[src/rtl/jddm_pkg.sv]
// Shared types and constants for the joystick differential drive mixer.
`default_nettype none

package jddm_pkg;

  localparam int NUM_STAGES = 5;

  typedef logic [9:0]        axis_t;   // raw joystick count
  typedef logic [8:0]        band_t;   // dead band half width
  typedef logic signed [7:0] joy_t;    // mapped axis, -128..127
  typedef logic signed [8:0] premix_t; // drive premix, -1..127
  typedef logic signed [13:0] term_t;  // w*JY and (32-w)*JX
  typedef logic signed [9:0] mix_t;    // per-motor mix
  typedef logic [7:0]        duty_t;

  // Per-stage load enables
  typedef struct packed {
    logic s1;
    logic s2;
    logic s3;
    logic s4;
    logic s5;
  } stage_en_t;

  typedef logic [1:0] cfg_idx_t;
  localparam cfg_idx_t CFG_IDX_DEAD_BAND = 2'd0;
  localparam cfg_idx_t CFG_IDX_CENTER    = 2'd1;

  localparam band_t DEAD_BAND_RST = 9'd30;
  localparam axis_t CENTER_RST    = 10'd511;

endpackage

`default_nettype wire

[src/rtl/jddm_axis.sv]
// Axis conditioning: dead band clamp, then v*255/1023 - 128 over two stages.
`default_nettype none

module jddm_axis
  import jddm_pkg::*;
(
  input  wire logic      clk,
  input  var  stage_en_t en,
  input  wire band_t     dead_band,
  input  wire axis_t     center_value,
  input  wire axis_t     raw,
  output joy_t           joy
);

  logic [10:0] lo_sum;
  logic [10:0] hi_lim;
  logic        in_band;
  axis_t       v_nxt;
  axis_t       v_r;

  logic [17:0] prod;
  logic [7:0]  q0;
  logic [10:0] rem;
  logic [7:0]  quo;
  joy_t        joy_nxt;
  joy_t        joy_r;

  // v >= c - t  <=>  v + t >= c ; v <= c + t
  assign lo_sum  = {1'b0, raw} + {2'b00, dead_band};
  assign hi_lim  = {1'b0, center_value} + {2'b00, dead_band};
  assign in_band = (lo_sum >= {1'b0, center_value}) && ({1'b0, raw} <= hi_lim);
  assign v_nxt   = in_band ? center_value : raw;

  always_ff @(posedge clk) begin
    if (en.s1) begin
      v_r <= v_nxt;
    end
  end

  // n/1023: q0 = n>>10 never overshoots, remainder stays below 2*1023
  assign prod    = {v_r, 8'd0} - {8'd0, v_r};
  assign q0      = prod[17:10];
  assign rem     = {1'b0, prod[9:0]} + {3'd0, q0};
  assign quo     = q0 + {7'd0, (rem >= 11'd1023)};
  assign joy_nxt = signed'({~quo[7], quo[6:0]});

  always_ff @(posedge clk) begin
    if (en.s2) begin
      joy_r <= joy_nxt;
    end
  end

  assign joy = joy_r;

endmodule

`default_nettype wire

[src/rtl/jddm_mix.sv]
// Premix, pivot weighting and blended mix for both motors (two stages).
`default_nettype none

module jddm_mix
  import jddm_pkg::*;
(
  input  wire logic      clk,
  input  var  stage_en_t en,
  input  wire joy_t      jx,
  input  wire joy_t      jy,
  output mix_t           mix_l,
  output mix_t           mix_r
);

  premix_t drv_a;
  premix_t drv_b;
  premix_t full;
  premix_t pl_nxt;
  premix_t pr_nxt;
  logic    jx_neg;
  logic    jy_neg;
  logic [7:0] jy_mag;
  logic [5:0] w;
  logic [5:0] pw;
  logic signed [14:0] wjy_full;
  logic signed [14:0] piv_full;

  premix_t pl_r;
  premix_t pr_r;
  term_t   wjy_r;
  term_t   piv_r;

  logic signed [22:0] prod_l;
  logic signed [22:0] prod_r;
  logic signed [23:0] piv_sh;
  logic signed [23:0] num_l;
  logic signed [23:0] num_r;
  logic signed [23:0] rnd_l;
  logic signed [23:0] rnd_r;
  mix_t mix_l_r;
  mix_t mix_r_r;

  assign jx_neg = jx[7];
  assign jy_neg = jy[7];
  assign full   = 9'sd127;
  assign drv_a  = full - 9'(jx);
  assign drv_b  = full + 9'(jx);

  always_comb begin
    if (!jy_neg) begin
      pl_nxt = jx_neg ? drv_b : full;
      pr_nxt = jx_neg ? full  : drv_a;
    end else begin
      pl_nxt = jx_neg ? full  : drv_a;
      pr_nxt = jx_neg ? drv_b : full;
    end
  end

  assign jy_mag   = jy_neg ? (~jy + 8'd1) : jy;
  assign w        = (jy_mag > 8'd32) ? 6'd32 : jy_mag[5:0];
  assign pw       = 6'd32 - w;
  assign wjy_full = 15'(signed'({1'b0, w})) * 15'(jy);
  assign piv_full = 15'(signed'({1'b0, pw})) * 15'(jx);

  always_ff @(posedge clk) begin
    if (en.s3) begin
      pl_r  <= pl_nxt;
      pr_r  <= pr_nxt;
      wjy_r <= signed'(wjy_full[13:0]);
      piv_r <= signed'(piv_full[13:0]);
    end
  end

  // /4096 truncating toward zero
  assign prod_l = 23'(wjy_r) * 23'(pl_r);
  assign prod_r = 23'(wjy_r) * 23'(pr_r);
  assign piv_sh = 24'(piv_r) <<< 7;
  assign num_l  = 24'(prod_l) + piv_sh;
  assign num_r  = 24'(prod_r) - piv_sh;
  assign rnd_l  = num_l[23] ? (num_l + 24'sd4095) : num_l;
  assign rnd_r  = num_r[23] ? (num_r + 24'sd4095) : num_r;

  always_ff @(posedge clk) begin
    if (en.s4) begin
      mix_l_r <= signed'(rnd_l[21:12]);
      mix_r_r <= signed'(rnd_r[21:12]);
    end
  end

  assign mix_l = mix_l_r;
  assign mix_r = mix_r_r;

endmodule

`default_nettype wire

[src/rtl/jddm_drive.sv]
// Bridge direction levels and saturated duty for one motor (output stage).
`default_nettype none

module jddm_drive
  import jddm_pkg::*;
(
  input  wire logic      clk,
  input  var  stage_en_t en,
  input  wire mix_t      mix,
  output logic           fwd_pin,
  output logic           rev_pin,
  output duty_t          duty
);

  logic [9:0] mag;
  duty_t      duty_nxt;
  logic       fwd_r;
  logic       rev_r;
  duty_t      duty_r;

  assign mag = mix[9] ? (~mix + 10'd1) : mix;

  // mag*255/127 = 2*mag + mag/127; anything from 128 up saturates
  assign duty_nxt = (mag >= 10'd128) ? 8'd255
                  : ({mag[6:0], 1'b0} + {7'd0, (mag == 10'd127)});

  always_ff @(posedge clk) begin
    if (en.s5) begin
      fwd_r  <= ~mix[9];
      rev_r  <= mix[9];
      duty_r <= duty_nxt;
    end
  end

  assign fwd_pin = fwd_r;
  assign rev_pin = rev_r;
  assign duty    = duty_r;

endmodule

`default_nettype wire

[src/rtl/joystick_differential_drive_mixer_unit.sv]
// An accepted input word passes through 5 register stages on its way to out_tvalid.
// Throughput: one word per cycle while out_tready is high; each stage holds a word and
// accepts a new one whenever it is empty or its downstream stage moves, so bubbles collapse.
// The deepest stage is the wJY*premix multiply plus the blend add.
// Reset (rst_n low, synchronous): all stage valid bits cleared, dead_band = 30,
// center_value = 511. Data registers are not reset.
`default_nettype none

module joystick_differential_drive_mixer_unit
  import jddm_pkg::*;
(
  input  wire logic        clk,
  input  wire logic        rst_n,
  // input stream
  input  wire logic        in_tvalid,
  output logic             in_tready,
  input  wire logic [23:0] in_tdata,   // [9:0] x_position, [19:10] y_position, zero pad
  // result stream
  output logic             out_tvalid,
  input  wire logic        out_tready,
  output logic [23:0]      out_tdata,  // [0] left_fwd_pin, [1] left_rev_pin,
                                       // [9:2] left_duty, [10] right_fwd_pin,
                                       // [11] right_rev_pin, [19:12] right_duty, zero pad
  // configuration
  input  wire logic        cfg_wr_en,
  input  wire cfg_idx_t    cfg_index,
  input  wire logic [9:0]  cfg_data
);

  // ---------------------------------------------------------------------------
  // Config registers. Writes must arrive only while the pipe is empty (the block does
  // not enforce this), so stage 1 reads them directly.
  // ---------------------------------------------------------------------------
  band_t dead_band_r;
  axis_t center_value_r;

  always_ff @(posedge clk) begin
    if (!rst_n) begin
      dead_band_r    <= DEAD_BAND_RST;
      center_value_r <= CENTER_RST;
    end else if (cfg_wr_en) begin
      case (cfg_index)
        CFG_IDX_DEAD_BAND: dead_band_r    <= cfg_data[8:0];
        CFG_IDX_CENTER:    center_value_r <= cfg_data;
        default:           ;
      endcase
    end
  end

  // ---------------------------------------------------------------------------
  // Pipeline control: a valid bit per stage, per-stage ready so a stall only
  // backs up as far as it has to.
  // ---------------------------------------------------------------------------
  logic [NUM_STAGES-1:0] vld_r;
  logic [NUM_STAGES-1:0] vld_nxt;
  logic [NUM_STAGES-1:0] rdy;
  logic [NUM_STAGES-1:0] vld_up;
  stage_en_t             en;

  always_comb begin
    rdy[NUM_STAGES-1] = ~vld_r[NUM_STAGES-1] | out_tready;
    for (int k = NUM_STAGES - 2; k >= 0; k--) begin
      rdy[k] = ~vld_r[k] | rdy[k+1];
    end
  end

  assign vld_up  = {vld_r[NUM_STAGES-2:0], in_tvalid};
  assign vld_nxt = (rdy & vld_up) | (~rdy & vld_r);

  always_ff @(posedge clk) begin
    if (!rst_n) begin
      vld_r <= '0;
    end else begin
      vld_r <= vld_nxt;
    end
  end

  assign en = '{s1: rdy[0], s2: rdy[1], s3: rdy[2], s4: rdy[3], s5: rdy[4]};

  assign in_tready  = rdy[0];
  assign out_tvalid = vld_r[NUM_STAGES-1];

  // ---------------------------------------------------------------------------
  // Datapath
  //   stages 1-2: per-axis dead band and 0..1023 -> -128..127 mapping
  //   stages 3-4: premix / pivot weight, then blend and /4096
  //   stage 5   : direction levels and duty
  // ---------------------------------------------------------------------------
  joy_t  jx;
  joy_t  jy;
  mix_t  mix_l;
  mix_t  mix_r;
  logic  left_fwd_pin;
  logic  left_rev_pin;
  duty_t left_duty;
  logic  right_fwd_pin;
  logic  right_rev_pin;
  duty_t right_duty;

  jddm_axis u_axis_x (
    .clk          (clk),
    .en           (en),
    .dead_band    (dead_band_r),
    .center_value (center_value_r),
    .raw          (in_tdata[9:0]),
    .joy          (jx)
  );

  jddm_axis u_axis_y (
    .clk          (clk),
    .en           (en),
    .dead_band    (dead_band_r),
    .center_value (center_value_r),
    .raw          (in_tdata[19:10]),
    .joy          (jy)
  );

  jddm_mix u_mix (
    .clk   (clk),
    .en    (en),
    .jx    (jx),
    .jy    (jy),
    .mix_l (mix_l),
    .mix_r (mix_r)
  );

  jddm_drive u_drive_l (
    .clk     (clk),
    .en      (en),
    .mix     (mix_l),
    .fwd_pin (left_fwd_pin),
    .rev_pin (left_rev_pin),
    .duty    (left_duty)
  );

  jddm_drive u_drive_r (
    .clk     (clk),
    .en      (en),
    .mix     (mix_r),
    .fwd_pin (right_fwd_pin),
    .rev_pin (right_rev_pin),
    .duty    (right_duty)
  );

  assign out_tdata = {4'd0, right_duty, right_rev_pin, right_fwd_pin,
                      left_duty, left_rev_pin, left_fwd_pin};

  // ---------------------------------------------------------------------------
  // Assertions
  // ---------------------------------------------------------------------------
  // A full pipe with a stalled output must not take a new word.
  a_full_stall: assert property (@(posedge clk) disable iff (!rst_n)
    ((&vld_r) && !out_tready) |-> !in_tready)
    else $error("input accepted while pipe full and output stalled");

  // An accepted word always lands in stage 1.
  a_enter: assert property (@(posedge clk) disable iff (!rst_n)
    (in_tvalid && in_tready) |=> vld_r[0])
    else $error("accepted word lost at stage 1");

  // Direction levels of a shown word are complementary.
  a_dir: assert property (@(posedge clk) disable iff (!rst_n)
    out_tvalid |-> ((left_fwd_pin != left_rev_pin) && (right_fwd_pin != right_rev_pin)))
    else $error("bridge direction levels not complementary");

endmodule

`default_nettype wire

[config.mk]
export PLATFORM = sky130hd
export DESIGN_NAME = joystick_differential_drive_mixer_unit
export DESIGN_NICKNAME = d
export VERILOG_FILES = /design/src/rtl/jddm_pkg.sv /design/src/rtl/jddm_axis.sv /design/src/rtl/jddm_mix.sv /design/src/rtl/jddm_drive.sv /design/src/rtl/joystick_differential_drive_mixer_unit.sv
export SDC_FILE = /design/constraint.sdc
export NUM_CORES = 1
export LEC_CHECK = 0
export BUFFER_PORTS_ARGS = -buffer_cell sky130_fd_sc_hd__buf_2
export CAP_MARGIN = 30
export CORE_ASPECT_RATIO = 1.2
export CORE_MARGIN = 2
export CORE_UTILIZATION = 50
export CTS_CLUSTER_DIAMETER = 40
export DETAILED_ROUTE_END_ITERATION = 10
export GPL_ROUTABILITY_DRIVEN = 0
export PLACE_DENSITY_LB_ADDON = 0.12
export SYNTH_ARGS = -nofsm -noshare
export SYNTH_HDL_FRONTEND = slang
export SYNTH_HIERARCHICAL = 1
export SYNTH_SLANG_ARGS = --single-unit
[constraint.sdc]
create_clock -name clk -period 8.42 [get_ports clk]
set_clock_uncertainty 0.05 [all_clocks]
set_input_delay 1.684 -clock clk [delete_from_list [all_inputs] [get_ports clk]]
set_output_delay 1.684 -clock clk [all_outputs]
set_load 0.02 [all_outputs]
# Word-level counts from Yosys, hierarchy flattened
# Index checks and enable logic that the tools add are counted.
# word_totals
register_bits	146
input_bits	41
# classes
n_addsub	21
multipliers	4
magnitude_cmp	9
n_eq_ne	3
n_mux	12
bitwise	21
reduce_logical	5
# op_table
cell	count
14-bit by 9-bit multiplier with 23-bit output	2
22-bit by 13-bit adder with 22-bit output (second input constant)	2
22-bit 2-to-1 mux	2
10-bit 2-to-1 mux	4
9-bit 2-to-1 mux	4
18-bit by 10-bit subtractor with 18-bit output	2
10-bit by 9-bit adder with 11-bit output	3
8-bit by 1-bit adder with 8-bit output	4
7-bit by 8-bit multiplier with 14-bit output	2
23-bit by 21-bit adder with 24-bit output	1
23-bit by 21-bit subtractor with 24-bit output	1
10-bit by 8-bit adder with 11-bit output	2
11-bit by 10-bit greater-or-equal comparator with 1-bit output	2
11-bit by 10-bit greater-or-equal comparator with 1-bit output (second input constant)	2
10-bit by 11-bit <= comparator with 1-bit output	2
10-bit by 1-bit adder with 10-bit output (second input constant)	2
10-bit by 7-bit equality test with 1-bit output (second input constant)	2
10-bit by 8-bit greater-or-equal comparator with 1-bit output (second input constant)	2
10-bit NOT	2
5-bit bitwise AND	2
8-bit by 8-bit adder with 9-bit output (first input constant)	1
1-bit NOT	9
8-bit by 8-bit subtractor with 9-bit output (first input constant)	1
8-bit by 1-bit adder with 8-bit output (second input constant)	1
other kinds (12)	18

# Depth between registers and ports, before layout
# logic_depth
depth_word	9
mapped_depth	28
ltp_nobuf	28

# Cells and area by module
# Netlist, hierarchy kept.
# modules_own_cells
module	n_inst	cells_each	area_each_um2	seq_area_each_um2
jddm_mix	1	1825	16847.4	1981.9
jddm_axis	2	289	2696.3	540.5
jddm_drive	2	57	633.1	300.3
joystick_differential_drive_mixer_unit	1	114	1121.1	480.5

# Worst setup path after synthesis
# No wires, ideal clock.
# synth_path
kind	register -> register
startpoint	register u_axis_y.joy_r[0], in the netlist u_axis_y/joy[0]
endpoint	register u_mix.piv_r[11], data pin
setup_time_ns	0.258
t_arrival_ns	6.128
required_time_ns	8.112
slack_ns	1.984
stages_incl_launch_ff	26
period_less_slack_ns	6.436
path_cell_list	edfxtp_1 inv_1 ha_1 or3b_4 o311ai_1 o22ai_1 o21a_2 a41o_1 and2_1 inv_1 ha_1 xnor2_1 and2_1 fa_1 fa_1 fa_1 inv_1 fa_1 inv_1 ha_1 or2_2 o311a_1 o21a_1 o21ai_0 nor2b_1 xnor2_1
# synth_via
elab_chain_cells	7
# synth_lines
element	line_no	text
from (decl)	jddm_axis.sv:26	joy_t joy_r;
from (signal assigned)	jddm_axis.sv:49	joy_r <= joy_nxt;
8-bit NOT	jddm_mix.sv:59	assign jy_mag = jy_neg ? (~jy + 8'd1) : jy;
8-bit by 1-bit adder with 8-bit output	jddm_mix.sv:59	
8-bit 2-to-1 mux (*)	jddm_mix.sv:59	
8-bit by 6-bit greater-than comparator with 1-bit output	jddm_mix.sv:60	assign w = (jy_mag > 8'd32) ? 6'd32 : jy_mag[5:0];
6-bit 2-to-1 mux (*)	jddm_mix.sv:60	
6-bit subtractor (*)	jddm_mix.sv:61	assign pw = 6'd32 - w;
7-bit by 8-bit multiplier with 14-bit output (*)	jddm_mix.sv:63	assign piv_full = 15'(signed'({1'b0, pw})) * 15'(jx);
net u_mix.piv_full[11]	jddm_mix.sv:26	logic signed [14:0] piv_full;
to (signal assigned)	jddm_mix.sv:70	piv_r <= signed'(piv_full[13:0]);
to (decl)	jddm_mix.sv:31	term_t piv_r;
# The timed path passes the listed nets; every way through them passes the cells marked *.
# A chain may end at the register's enable or synchronous reset.

# Worst setup path after layout
# Ends and elaborated chain as after synthesis.

==> flow_summary_export.csv <==
group,metric,value,unit
cts,clkSinkCount,146,
synthesis,synth.yosys.seq_area_share,0.168,
layout,n_antenna_cell,0,
synthesis,synth_enable_flop_cells,122,
detailed_routing,finalWirelength,53.0,mm
timing,slew_viol_final,0,
critical_path,start_kind,"register",
cts,clock_insertion_delay_worst_skew,450,ps
cts,cts-root-to-sink-buffers,2,
synthesis,synthFlopType,"sky130_fd_sc_hd__edfxtp_1",
critical_path,r2r-start,"u_axis_y/joy[0]",
synthesis,synth_xor_area_frac,0.0671,
cts,cts-hold-fix-buffers,0,
global_route,grt_util_all_layers,0.221,
global_route,grt_antenna_before_repair,0,
place,placed_cells,3244,
synthesis,synth_top_family_by_area,"adder cells",
synthesis,synth_top_cell_by_area,"sky130_fd_sc_hd__fa_1",
synthesis,synth.yosys.warnings,6,
die,rows,89,
synthesis,fraction_of_the_mapped_netlist_area_in_compound_gates,0.103,
critical_path,cp_cell_sequence,"inv_1, ha_1, or3b_4, nand2_1, xor2_1, a41o_1, and2_1, inv_1, ha_1, xnor2_1, and2_1, fa_1, fa_1, fa_1, inv_1, fa_1, inv_1, ha_1, or2_2, o311a_1, o21a_1, o21ai_0, nor2b_1, xnor2_1",
critical_path,reg2reg_to,"u_mix/piv_r[11]",
synthesis,ys_top_cells_by_area,"sky130_fd_sc_hd__fa_1 26%, sky130_fd_sc_hd__edfxtp_1 15%, sky130_fd_sc_hd__ha_1 13%, sky130_fd_sc_hd__inv_1 7.7%, sky130_fd_sc_hd__xnor2_1 4.8%",
synthesis,basic_gate_share_of_the_synthesized_area_counting_and_or_nand_and_nor_cells,0.152,
timing,part_of_the_cycle_the_worst_path_needs,0.860,
timing,final_period_minus_worst_setup_slack,7240,ps
timing,setup-violations-final,0,
die,design.portCount,67,
timing,worst-slew-pin-transition,959,ps
cts,clk_transition_reported_paths,60,ps
min_path,hold_depth,1,
detailed_routing,antenna_violating_nets_post_route,0,
cts,cts_tree,"yes",
synthesis,top_cells_by_count_synth,"505 x sky130_fd_sc_hd__inv_1, 324 x sky130_fd_sc_hd__fa_1, 261 x sky130_fd_sc_hd__ha_1, 237 x sky130_fd_sc_hd__nand2_1",
critical_path,rrSetupSlack,1180,ps
layout,final_design_area_no_fill,0.0259,sq mm
critical_path,critPathKind,"reg -> reg",
global_route,grt_use_met2,0.420,
flow_run,number_of_max_capacitance_violations_reported,0,
synthesis,ys_ff_latch,146,
global_route,first_global_vias,18800,
detailed_routing,drc,0,
die,start_util,0.504,
layout,share_of_post_route_cells_with_drive_strength_above_1,0.0618,
global_route,grt-busiest-layer,"met2",
layout,design.final.nets,3252,
critical_path,worst-path-max-fanout,9,
place,detailed_place.area,0.0253,sq mm
timing,finalHoldViolations,0,
critical_path,cp_slowest_cell,"sky130_fd_sc_hd__xnor2_1",
detailed_routing,dr.pass1.iters,5,
layout,filler_cell_count,4464,
cts,cts-resized-gates,0,
synthesis,muxShareOfSynthArea,0.0182,
synthesis,dominant_cell_by_count_in_the_synthesized_netlist,"sky130_fd_sc_hd__inv_1",
detailed_routing,drt_first_iter_violations,813,
global_route,gr-usage-met3,0.0260,
synthesis,synth_cell_types,93,
min_path,holdCritPathClass,"reg -> reg",
critical_path,worst_ep_required_time,8560,ps
place,post-dp-hpwl,43.7,mm
die,dieHeight,247,microns
detailed_routing,avgRoutedWirePerCell,16.2,microns
die,width_of_the_chip,207,microns
cts,cts_made_buffers,17,
synthesis,cell_count_after_synthesis,2631,
cts,cts.repair_timing.setup_buffer_count,0,
synthesis,synth-async-reset-ratio,0,
critical_path,worstPathArrival,7380,ps
place,placement.io_buffers,58,
timing,timing.max_slew.rel_slack,0.360,
synthesis,synth.top_cell.area_share,0.263,
critical_path,timing.critical_path.to_type,"register",
timing,totalNegativeSetupSlack,0,ps
cts,total_number_of_h_tree_levels,4,
synthesis,synth.cell_area,0.0246,sq mm
global_route,maximum_number_of_pins_on_one_net_before_global_route_repair,47,
timing,max_freq,138,MHz
detailed_routing,dr_total_vias,17700,
synthesis,syn_avg_cell_area,9.36,sq um
critical_path,rr_worst_depth,24,
timing,rsz0062_at_grt,"false",
die,design.die.area,0.0511,sq mm
die,core_area,0.0489,sq mm
synthesis,yosys.area_share.adder,0.396,
layout,layout.cells.non_filler,3276,
global_route,grt_first_pass_wirelength,90.6,mm
global_route,gr-total-overflow,0,
detailed_routing,route.detailed.vias_per_inst,5.41,
critical_path,max_stage_delay_on_crit_path,520,ps
global_route,globalRouteMet1Util,0.253,
run_status,status,"completed",
cts,root_buffer,"sky130_fd_sc_hd__clkbuf_16",
layout,area_growth,5.36,%
[sequential cells by signal (all words and copies together) (netlist names), named ones only]
name               cells
u_drive_l/rev_pin      1
u_drive_r/duty         8
u_mix/wjy_r           14
u_axis_y/v_r          10
u_drive_r/rev_pin      1
center_value_r        10
u_mix/mix_r           10
u_mix/pr_r             9
u_drive_r/fwd_pin      1
u_drive_l/duty         8
u_mix/mix_l           10
dead_band_r            9
u_axis_x/joy           8
u_axis_y/joy           8
u_axis_x/v_r          10
u_drive_l/fwd_pin      1
u_mix/pl_r             9
u_mix/piv_r           14
[layer usage]
metal / up-vias / part of all wire
li1: 8568 / -
met1: 8782 / 0.40
met2: 279 / 0.54
met3: 86 / 0.025
met4: 0 / 0.030
met5: - / 0
[critical path: cells and delay by family, from the launching register on]
kind / cells / cell delay, ps
buffers and inverters: 4 / 370
and+or+nand+nor: 6 / 1500
DFF: 1 / 500
adders and majority gates: 7 / 2660
AOI/OAI and AO/OA: 4 / 840
xor gates and xnor gates: 3 / 1070
[kinds of logic after synthesis]
group / count (synthesis)
other: 1
DFF: 146
and+or+nand+nor: 720
xor gates and xnor gates: 187
muxes: 42
adders and majority gates: 585
AOI/OAI and AO/OA: 356
buffers and inverters: 594
[stage by stage]
step	util	hold slack, ps	setup WS, ps
3_3_place_gp	0.518	432	1240
6_report	0.531	469	1180
4_1_cts	0.531	475	1120
3_5_place_dp	0.518	459	1140
5_1_grt	0.531	503	619
2_1_floorplan	-	374	1980
[final cells by class]
type | instances | area [sq um] | area share
multi-input cells | 1894 | 18200 | 0.700
flip-flops and latches | 146 | 4140 | 0.160
inverters | 506 | 1900 | 0.0732
well taps | 637 | 797 | 0.0307
clock buffers | 28 | 602 | 0.0232
repair buffers | 61 | 313 | 0.0121
clock inverters | 4 | 26.3 | 0.00101
[cells in the final DEF, fill, tap and decap left out, types with 7 or more instances in the layout]
cell and instances:
sky130_fd_sc_hd__inv_1 504, sky130_fd_sc_hd__fa_1 324, sky130_fd_sc_hd__ha_1 261, sky130_fd_sc_hd__nand2_1 237, sky130_fd_sc_hd__xnor2_1 134, sky130_fd_sc_hd__and2_1 134, sky130_fd_sc_hd__edfxtp_1 122, sky130_fd_sc_hd__nor2_1 108
sky130_fd_sc_hd__a21oi_1 82, sky130_fd_sc_hd__buf_2 58, sky130_fd_sc_hd__xor2_1 51, sky130_fd_sc_hd__o21ai_0 49, sky130_fd_sc_hd__nor2b_1 40, sky130_fd_sc_hd__nand3_1 38, sky130_fd_sc_hd__a21o_1 30, sky130_fd_sc_hd__nor3_1 30
sky130_fd_sc_hd__nand2b_1 25, sky130_fd_sc_hd__dfxtp_1 24, sky130_fd_sc_hd__mux2_2 23, sky130_fd_sc_hd__clkbuf_16 21, sky130_fd_sc_hd__mux2i_1 19, sky130_fd_sc_hd__o21a_1 16, sky130_fd_sc_hd__o31ai_1 16, sky130_fd_sc_hd__or3_1 16
sky130_fd_sc_hd__a211oi_1 15, sky130_fd_sc_hd__o211ai_1 14, sky130_fd_sc_hd__a22oi_1 13, sky130_fd_sc_hd__o21bai_1 12, sky130_fd_sc_hd__o21ai_1 12, sky130_fd_sc_hd__nand4_1 10, sky130_fd_sc_hd__nand3b_1 9, sky130_fd_sc_hd__and3_1 9
sky130_fd_sc_hd__nor4_1 8, sky130_fd_sc_hd__a31oi_1 7, sky130_fd_sc_hd__o311ai_0 7
[worst max-delay path by stage]
stage	start	end	slack [ps]	cells past startpoint
finish	u_axis_y/joy[0]	u_mix/piv_r[11]	1180	24
global route	u_axis_y/joy[1]	u_mix/piv_r[11]	620	26
CTS	u_axis_y/joy[0]	u_mix/piv_r[11]	1120	24
detailed placement	u_axis_y/joy[0]	u_mix/piv_r[11]	1140	24
global placement	u_axis_y/joy[0]	u_mix/piv_r[11]	1240	24
floorplan	u_axis_y/joy[0]	u_mix/piv_r[11]	1980	25
Power is left out: the tool's default activity adds up to more than one toggle a clock period on the data nets, which glitch-free logic cannot reach.
